[src/design/rdre_pkg.sv]
package rdre_pkg;

    localparam logic [7:0] RUN_LIMIT = 8'd255;
    localparam int OUTQ_DEPTH = 4;

    typedef enum logic {
        KIND_RAW  = 1'b0,
        KIND_PAIR = 1'b1
    } item_kind_t;

    typedef struct packed {
        item_kind_t item_kind;
        logic [7:0] skip_run;
        logic [7:0] payload;
        logic       record_end;
    } out_item_t;

    typedef struct packed {
        logic [7:0] data_byte;
        logic       last_byte;
        logic       first;
        logic       rec_delta;
        logic       rec_hist;
    } stage_t;

endpackage

[src/design/rdre_outq.sv]
module rdre_outq
    import rdre_pkg::*;
(
    input  logic       aclk,
    input  logic       aresetn,
    input  logic [1:0] push_vld,
    input  out_item_t  push_item0,
    input  out_item_t  push_item1,
    output logic [2:0] count,
    output logic       pop_vld,
    input  logic       pop_rdy,
    output out_item_t  pop_item
);

    out_item_t  q_reg [OUTQ_DEPTH];
    logic [1:0] wr_ptr_reg;
    logic [1:0] wr_ptr_next;
    logic [1:0] rd_ptr_reg;
    logic [1:0] rd_ptr_next;
    logic [2:0] count_reg;
    logic [2:0] count_next;
    logic [2:0] n_push;
    logic       pop;

    assign pop     = (count_reg != 3'd0) && pop_rdy;
    assign n_push  = {2'b00, push_vld[0]} + {2'b00, push_vld[1]};
    assign wr_ptr_next = wr_ptr_reg + n_push[1:0];
    assign rd_ptr_next = rd_ptr_reg + {1'b0, pop};
    assign count_next  = count_reg + n_push - {2'b00, pop};

    always_ff @(posedge aclk) begin
        if (push_vld[0]) begin
            q_reg[wr_ptr_reg] <= push_item0;
        end
        if (push_vld[1]) begin
            q_reg[wr_ptr_reg + 2'd1] <= push_item1;
        end
    end

    always_ff @(posedge aclk) begin
        if (!aresetn) begin
            wr_ptr_reg <= '0;
            rd_ptr_reg <= '0;
            count_reg  <= '0;
        end else begin
            wr_ptr_reg <= wr_ptr_next;
            rd_ptr_reg <= rd_ptr_next;
            count_reg  <= count_next;
        end
    end

    assign count    = count_reg;
    assign pop_vld  = count_reg != 3'd0;
    assign pop_item = q_reg[rd_ptr_reg];

endmodule

[config.mk]
export PLATFORM = sky130hd
export DESIGN_NAME = rdre_outq
export DESIGN_NICKNAME = d
export VERILOG_FILES = /design/src/design/rdre_pkg.sv /design/src/design/rdre_outq.sv
export SDC_FILE = /design/constraint.sdc
export NUM_CORES = 1
export LEC_CHECK = 0
export BUFFER_PORTS_ARGS = -buffer_cell sky130_fd_sc_hd__buf_2
export CAP_MARGIN = 20
export CORE_MARGIN = 2
export CORE_UTILIZATION = 61
export DETAILED_ROUTE_END_ITERATION = 8
export HOLD_SLACK_MARGIN = 0.12
export PLACE_DENSITY = 0.85
export SLEW_MARGIN = 10
export SYNTH_ARGS = -nofsm -noshare
export SYNTH_HDL_FRONTEND = slang
export SYNTH_SLANG_ARGS = --single-unit
[constraint.sdc]
create_clock -name aclk -period 3.53 [get_ports aclk]
set_input_delay 0.353 -clock aclk [delete_from_list [all_inputs] [get_ports aclk]]
set_output_delay 0.353 -clock aclk [all_outputs]
set_load 0.01 [all_outputs]
Word-level counts from Yosys, hierarchy flattened
Memory sizes are Yosys's and may differ from the RTL's. A register that Yosys moved wholly into a read port is not among the register bits.
Cells that the tools add are included.
{"block": "op_classes", "n_addsub": 6, "n_mux": 5, "reduce_logical": 2}
{"operator": "2-to-1 mux 1 bit", "count": 4}
{"operator": "adder 3 x 2 -> 3 bit", "count": 1}
{"operator": "nonzero test 3 bit", "count": 1}
{"operator": "subtractor 3 x 1 -> 3 bit", "count": 1}
{"operator": "adder 1 x 1 -> 2 bit", "count": 1}
{"operator": "adder 2 x 1 -> 2 bit", "count": 1}
{"operator": "adder 2 x 1 -> 2 bit, second input constant", "count": 1}
{"operator": "adder 2 bit", "count": 1}
{"operator": "2-to-1 mux 2 bit", "count": 1}
{"operator": "logical AND 1 bit", "count": 1}
{"block": "totals", "ff_bits": 7, "ramBits": 72, "inputBits": 41, "memories": 1}
{"name": "q_reg", "depth": 4, "word_bits": 18, "read_ports": 1, "rd_ports_with_merged_regs": 1, "wr": 2, "line": "rdre_outq.sv:15", "rtl": "out_item_t q_reg [OUTQ_DEPTH];"}

Depth between registers and ports, before layout
Gate-level depths: netlist of the first run.
{"block": "logic_depth", "word_depth": 4, "depth_mapped": 7, "depth_no_buf": 7}

Least setup slack after synthesis of the first run
No wires, ideal clock.
{"block": "synth_timing", "kind": "reg2reg", "startpoint": "register wr_ptr_reg[0]", "endpoint": "memory q_reg[2][0] in the netlist's numbering, enable pin", "setup_time_ps": 418, "arrival_ps": 1866, "required_ps": 3112, "path_slack_ps": 1246, "stages_incl_launch_ff": 3, "path_buffers": 0, "path_cell_list": "dfxtp_1 nand2b_1 o21ai_0"}
{"item": "from (decl)", "line": "rdre_outq.sv:16", "rtl": "logic [1:0] wr_ptr_reg;"}
{"item": "from (signal assigned)", "line": "rdre_outq.sv:46", "rtl": "wr_ptr_reg <= wr_ptr_next;"}
{"item": "to (decl)", "line": "rdre_outq.sv:15"}

==> flow_summary_export.csv, run 1 <==
group,metric,value,unit
run_status,run_status,"complete, no violations",
setup_path,worst_r2r_path_depth,2,
job,maxCapViolations,0,
timing,finalCritPeriodShare,66.9,%
drt,num_vias,2196,
global_route,antenna_found_initial,0,
floorplan,initial_core_util,63.3,%
timing,final-setup-viol-count,0,
clock_tree,max-clock-path-buffers,2,
drt,initialDrtViolationCount,127,
drt,detail_route.wl_per_cell,20.6,um
clock_tree,clk_latency,0.34,ns
pwr,total_leakage_power,1.75,nW
final_layout,final_area,4590,um^2
global_route,grt_start_max_net_pins,21,
timing,timing.max_slew.rel_slack,27.3,%
placed_design,buffer_ports.inserted,62,
clock_tree,tritoncts.num_buffers,9,
clock_tree,cts.reportedPaths.clkPinSlew,0.09,ns
pwr,p_per_area,579,nW/um^2
drt,first_pass_iters,4,
synth,syn-num-nets,263,
synth,syn_area,4020,um^2
clock_tree,cts_num_sinks,79,
synth,per_instance_average_area_after_synthesis,18.5,um^2
clock_tree,postCtsSetupBuffers,0,
floorplan,core-area,6350,um^2
synth,synth_seq_cells,79,
global_route,global_route.usage.total,22.3,%
pwr,report.power.total,2.66,mW
synth,number_of_library_cell_types_mapped_by_synthesis,30,
global_route,wire_length_of_the_first_global_routing_pass,11.8,mm
drt,postRouteWirelength,7.55,mm
synth,ys.flop_type,"edfxtp_1",
timing,final_max_slew_viol_count,0,
global_route,first_global_vias,2219,
timing,rsz0062_at_grt,"no",
floorplan,die_boundary_width,85.2,um
floorplan,die_height,85.2,um
final_layout,antennaDiodeCount,0,
final_layout,syn2layout_area_growth,14.4,%
clock_tree,tritoncts_clock_tree,"yes",
timing,peak_clock_frequency_supported_by_timing,423,MHz
drt,detail_route.drc_violations,0,
synth,synthesis.instances,217,
placed_design,placement.cell_area,4370,um^2
floorplan,floorplan_die_area,7250,um^2
setup_path,endpoint_kind,"output pin",
setup_path,start_kind,"flop",
pwr,vdd_drop_max,0.333,mV
synth,synth-seq-area-share,57.3,%
worst_hold_path,holdCritPathClass,"in -> reg",
clock_tree,cts_htree_levels,3,
synth,ys.warnings.count,0,
timing,worst_case_hold_slack,0.347,ns
timing,finalClockSkew,0.00884,ns
final_layout,largest_register_ffs,72,
setup_path,timing_worst_setup_path_type,"reg -> out",
setup_path,worst-endpoint-arrival,2.01,ns
drt,antenna_violating_nets_post_route,0,
floorplan,std_cell_rows,29,
final_layout,drive_gt1_share,61.7,%
timing,final.min_clock_period,2.36,ns
timing,max_slew.worst_pin.slew,1.09,ns
timing,final-hold-violation-count,0,
setup_path,critical_path_required,3.18,ns
synth,asyncSetResetFlopFracSynth,0,%
floorplan,floorplan.io_pins,63,
worst_hold_path,hold_path_depth,2,
synth,edff_count_synth,72,
clock_tree,post_cts_hold_buffer_count,0,
placed_design,gp_routability_congestion,0.775,
placed_design,placed_cells_incl_taps,348,
timing,setup_tns,0,ns
drt,vias_per_cell,5.98,
setup_path,crit_path_max_fanout,14,
placed_design,dp.final_hpwl,4.67,mm
global_route,overflow,0,
clock_tree,clock_tree.root_cell,"clkbuf_8",
clock_tree,cts_repair_resize_count,0,
final_layout,final-instance-count-excl-fill,367,
final_layout,final_net_count,331,
## cell type report
class / count / area [um^2]
tap: 77 / 96.3
multi-input combinational: 123 / 1620
inverter: 4 / 15.0
clock inverter: 4 / 50.0
timing repair buffer: 68 / 374
sequential: 79 / 2300
clock buffer: 12 / 135
fill: 395 / 1760
## routing by layer
layer	vias up	share of wire, %	track usage [%]
li1	1008	-	-
met1	1112	44	30.1
met2	70	50	35.3
met3	6	5.0	5.93
met4	0	0.90	8.08
met5	-	0	0
## power by group
group / total [mW] / internal (mW) / switching, mW
logic: 0.750 / 0.411 / 0.339
registers: 1.27 / 1.18 / 0.0860
clock network: 0.639 / 0.327 / 0.312
## worst paths after layout
kind | from | end | slack, ns
worst max register to register | wr_ptr_reg[1]$_SDFF_PN0_ | q_reg[2][8]$_DFFE_PP_ | 1.49
worst min register to register | rd_ptr_reg[0]$_SDFF_PN0_ | rd_ptr_reg[0]$_SDFF_PN0_ | 0.66
worst max-delay path | rd_ptr_reg[0]$_SDFF_PN0_ | pop_item[17] | 1.17
worst min-delay path | push_item0[1] | q_reg[3][1]$_DFFE_PP_ | 0.35
## cell families after synthesis
family / count (synthesis) / share of synthesized area [%]
adders and majority gates: 5 / 1.74
DFF: 79 / 57.3
xor gates and xnor gates: 3 / 1.34
buffers and inverters: 15 / 2.80
and+or+nand+nor: 18 / 3.36
muxes: 93 / 32.8
AOI/OAI and AO/OA: 4 / 0.654
## per-stage QoR
stage,worst slack [ns],util (%)
detailed placement,1.47,68.8
floorplan,1.25,-
global placement,1.49,68.8
CTS,1.09,71.7
global route,1.02,72.4
finish,1.17,72.4
## synth_stat cells (3+ instances only)
library cell / number / area, um^2
buf_6: 4 / 45.0
nand2b_1: 3 / 18.8
edfxtp_1: 72 / 2160
dfxtp_1: 7 / 140
mux4_2: 18 / 405
mux2_2: 53 / 597
ha_1: 4 / 50.1
inv_1: 4 / 15.0
mux2i_1: 3 / 30.0
mux2_4: 19 / 285
and2_1: 3 / 18.8
## worst max-delay path, stage by stage (launching register included)
cell     delay, ns
dfxtp_1       0.59
buf_4         0.37
mux4_2        0.56
buf_2         0.16
## cells in the final DEF (no fill, tap or decap), types with 2 or more instances in the layout
| cell type | instances |
|---|---|
| o21ai_2 | 2 |
| clkbuf_1 | 3 |
| xnor3_1 | 2 |
| and2_1 | 3 |
| clkinvlp_4 | 2 |
| mux2i_1 | 3 |
| mux4_2 | 18 |
| buf_2 | 62 |
| nand2b_1 | 3 |
| mux2_4 | 19 |
| nor2b_1 | 2 |
| clkbuf_8 | 9 |
| ha_1 | 4 |
| buf_8 | 2 |
| mux2_2 | 53 |
| dfxtp_1 | 7 |
| nand2_1 | 2 |
| edfxtp_1 | 72 |
| nor2_2 | 2 |
| inv_1 | 4 |
| buf_4 | 3 |
(Power assumes the default switching activity.)
==> run 2: changes to the inputs <==
- ABC_AREA: default -> 1
- CORE_UTILIZATION: 61 -> 56
- PLACE_DENSITY: 0.85 -> 0.79
- clock period: 3.53 -> 2.3 ns (I/O delays scaled with it)
==> flow_summary_export.csv, run 2 <==
group,metric,value,unit
clock_tree,max-clock-path-buffers,2,
global_route,grt_start_max_net_pins,25,
timing,timing.final.ws_setup,0.266,ns
synth,edff_count_synth,72,
drt,detail_route.drc_violations,0,
floorplan,die_height,86.7,um
timing,finalCritPeriodShare,88.5,%
final_layout,antennaDiodeCount,0,
setup_path,worst-endpoint-arrival,1.80,ns
pwr,total_leakage_power,1.91,nW
pwr,p_per_area,878,nW/um^2
floorplan,floorplan.io_pins,63,
floorplan,die_boundary_width,86.7,um
timing,timing.max_slew.rel_slack,61.0,%
timing,finalClockSkew,0.00512,ns
worst_hold_path,holdCritPathClass,"in -> reg",
synth,synth.area.top_cells,"edfxtp_1, o21ai_0, nand2_1",
timing,rsz0062_at_grt,"no",
global_route,overflow,0,
placed_design,preCtsSetupSlack,0.399,ns
setup_path,endpoint_kind,"output pin",
timing,peak_clock_frequency_supported_by_timing,492,MHz
synth,asyncSetResetFlopFracSynth,0,%
synth,ys.warnings.count,0,
synth,synth-seq-area-share,60.1,%
synth,synthesis.instances,406,
clock_tree,cts_htree_levels,3,
setup_path,critical_path_required,2.07,ns
drt,num_vias,3074,
synth,number_of_library_cell_types_mapped_by_synthesis,24,
clock_tree,clock_tree.root_cell,"clkbuf_8",
drt,initialDrtViolationCount,204,
global_route,first_global_vias,3018,
clock_tree,tritoncts_clock_tree,"yes",
clock_tree,tritoncts.num_buffers,9,
timing,worst_case_hold_slack,0.174,ns
setup_path,crit_path_max_fanout,20,
timing,setup_tns,0,ns
job,maxCapViolations,0,
synth,synth_common_cells,"o21ai_0, nand2_1, edfxtp_1",
timing,final-setup-viol-count,0,
synth,syn-num-nets,452,
global_route,wire_length_of_the_first_global_routing_pass,13.9,mm
synth,synth_top_area_share,56.4,%
run_status,run_status,"complete, no violations",
clock_tree,postCtsSetupBuffers,0,
synth,most_repeated_cell_in_the_gate_level_netlist_after_synthesis,"o21ai_0",
timing,final_max_slew_viol_count,0,
timing,final-hold-violation-count,0,
clock_tree,cts_num_sinks,79,
final_layout,syn2layout_area_growth,16.1,%
final_layout,layout_common_cells,"o21ai_0, nand2_1, edfxtp_1",
placed_design,buffer_ports.inserted,62,
drt,antenna_violating_nets_post_route,0,
drt,postRouteWirelength,8.50,mm
timing,final.min_clock_period,2.03,ns
drt,first_pass_iters,5,
placed_design,gp_routability_congestion,0.832,
floorplan,floorplan_die_area,7520,um^2
synth,synth_seq_cells,79,
drt,vias_per_cell,5.52,
setup_path,timing_worst_setup_path_type,"reg -> out",
floorplan,std_cell_rows,30,
floorplan,initial_core_util,57.0,%
final_layout,drive_gt1_share,20.8,%
drt,detail_route.wl_per_cell,15.3,um
synth,syn_area,3830,um^2
global_route,antenna_found_initial,0,
final_layout,final_net_count,518,
floorplan,core-area,6720,um^2
synth,per_instance_average_area_after_synthesis,9.44,um^2
synth,ys.flop_type,"edfxtp_1",
global_route,global_route.usage.total,24.3,%
clock_tree,post_cts_hold_buffer_count,0,
synth,library_cell_with_the_largest_summed_area_after_synthesis,"edfxtp_1",
placed_design,dp.final_hpwl,5.77,mm
final_layout,largest_register_ffs,72,
clock_tree,cts.reportedPaths.clkPinSlew,0.07,ns
clock_tree,clk_latency,0.34,ns
clock_tree,cts_repair_resize_count,0,
final_layout,layout_commonest_cell,"o21ai_0",
setup_path,r2r_slack,0.43,ns
pwr,vdd_drop_max,0.542,mV
timing,max_slew.worst_pin.slew,0.585,ns
setup_path,start_kind,"flop",
## run 2: final timing paths
kind                                                from  cells after the start                   to
worst max-delay path            rd_ptr_reg[0]$_SDFF_PN0_                      5          pop_item[4]
worst max register to register       count[2]$_SDFF_PN0_                     11  count[2]$_SDFF_PN0_
worst min-delay path                             aresetn                      3  count[1]$_SDFF_PN0_
worst min register to register       count[2]$_SDFF_PN0_                      2  count[2]$_SDFF_PN0_
## run 2: final cells by class
cell class | instances | area [um^2]
clock buffers | 10 | 128
clock inverters | 6 | 27.5
fillers | 548 | 2270
inverters | 30 | 113
multi-input cells | 275 | 1360
flip-flops and latches | 79 | 2300
well taps | 80 | 100
repair buffers | 77 | 423
## run 2: per-stage QoR
step | cells | power (mW) | area, um^2 | utilization [%]
finish | 557 | 3.91 | 4450 | 66.2
global route | 557 | 4.13 | 4450 | 66.2
CTS | 557 | 3.92 | 4450 | 66.2
detailed placement | 541 | 3.09 | 4290 | 63.9
global placement | 541 | 3.05 | 4290 | 63.9
floorplan | 406 | 2.62 | 3830 | -
## run 2: power by group
part           internal, mW  switching [mW]
Sequential             1.81          0.0847
Combinational         0.419           0.746
Clock                 0.378           0.473
Total                  2.60            1.30
## run 2: logic make-up after synthesis
logic type      count (synthesis)  share of synthesized area, %
simple gates                  138                          14.2
compound gates                130                          17.8
flops                          79                          60.1
buf+inv                        52                          5.62
fa+ha+maj                       5                          1.83
xor+xnor                        2                         0.457
## run 2: layer usage
layer  GRT usage [%]  part of all wire [%]  vias up
met5               0                     0        -
li1                -                     -     1539
met3            3.33                   6.6       16
met4            11.9                   1.9        0
met2            39.4                    50      132
met1            32.4                    41     1387
## run 2: critical path: stages, from the launching register on
cell,delay (ns)
dfxtp_1,0.62
clkinv_1,0.16
buf_4,0.23
o21ai_0,0.20
o22ai_1,0.11
buf_2,0.15
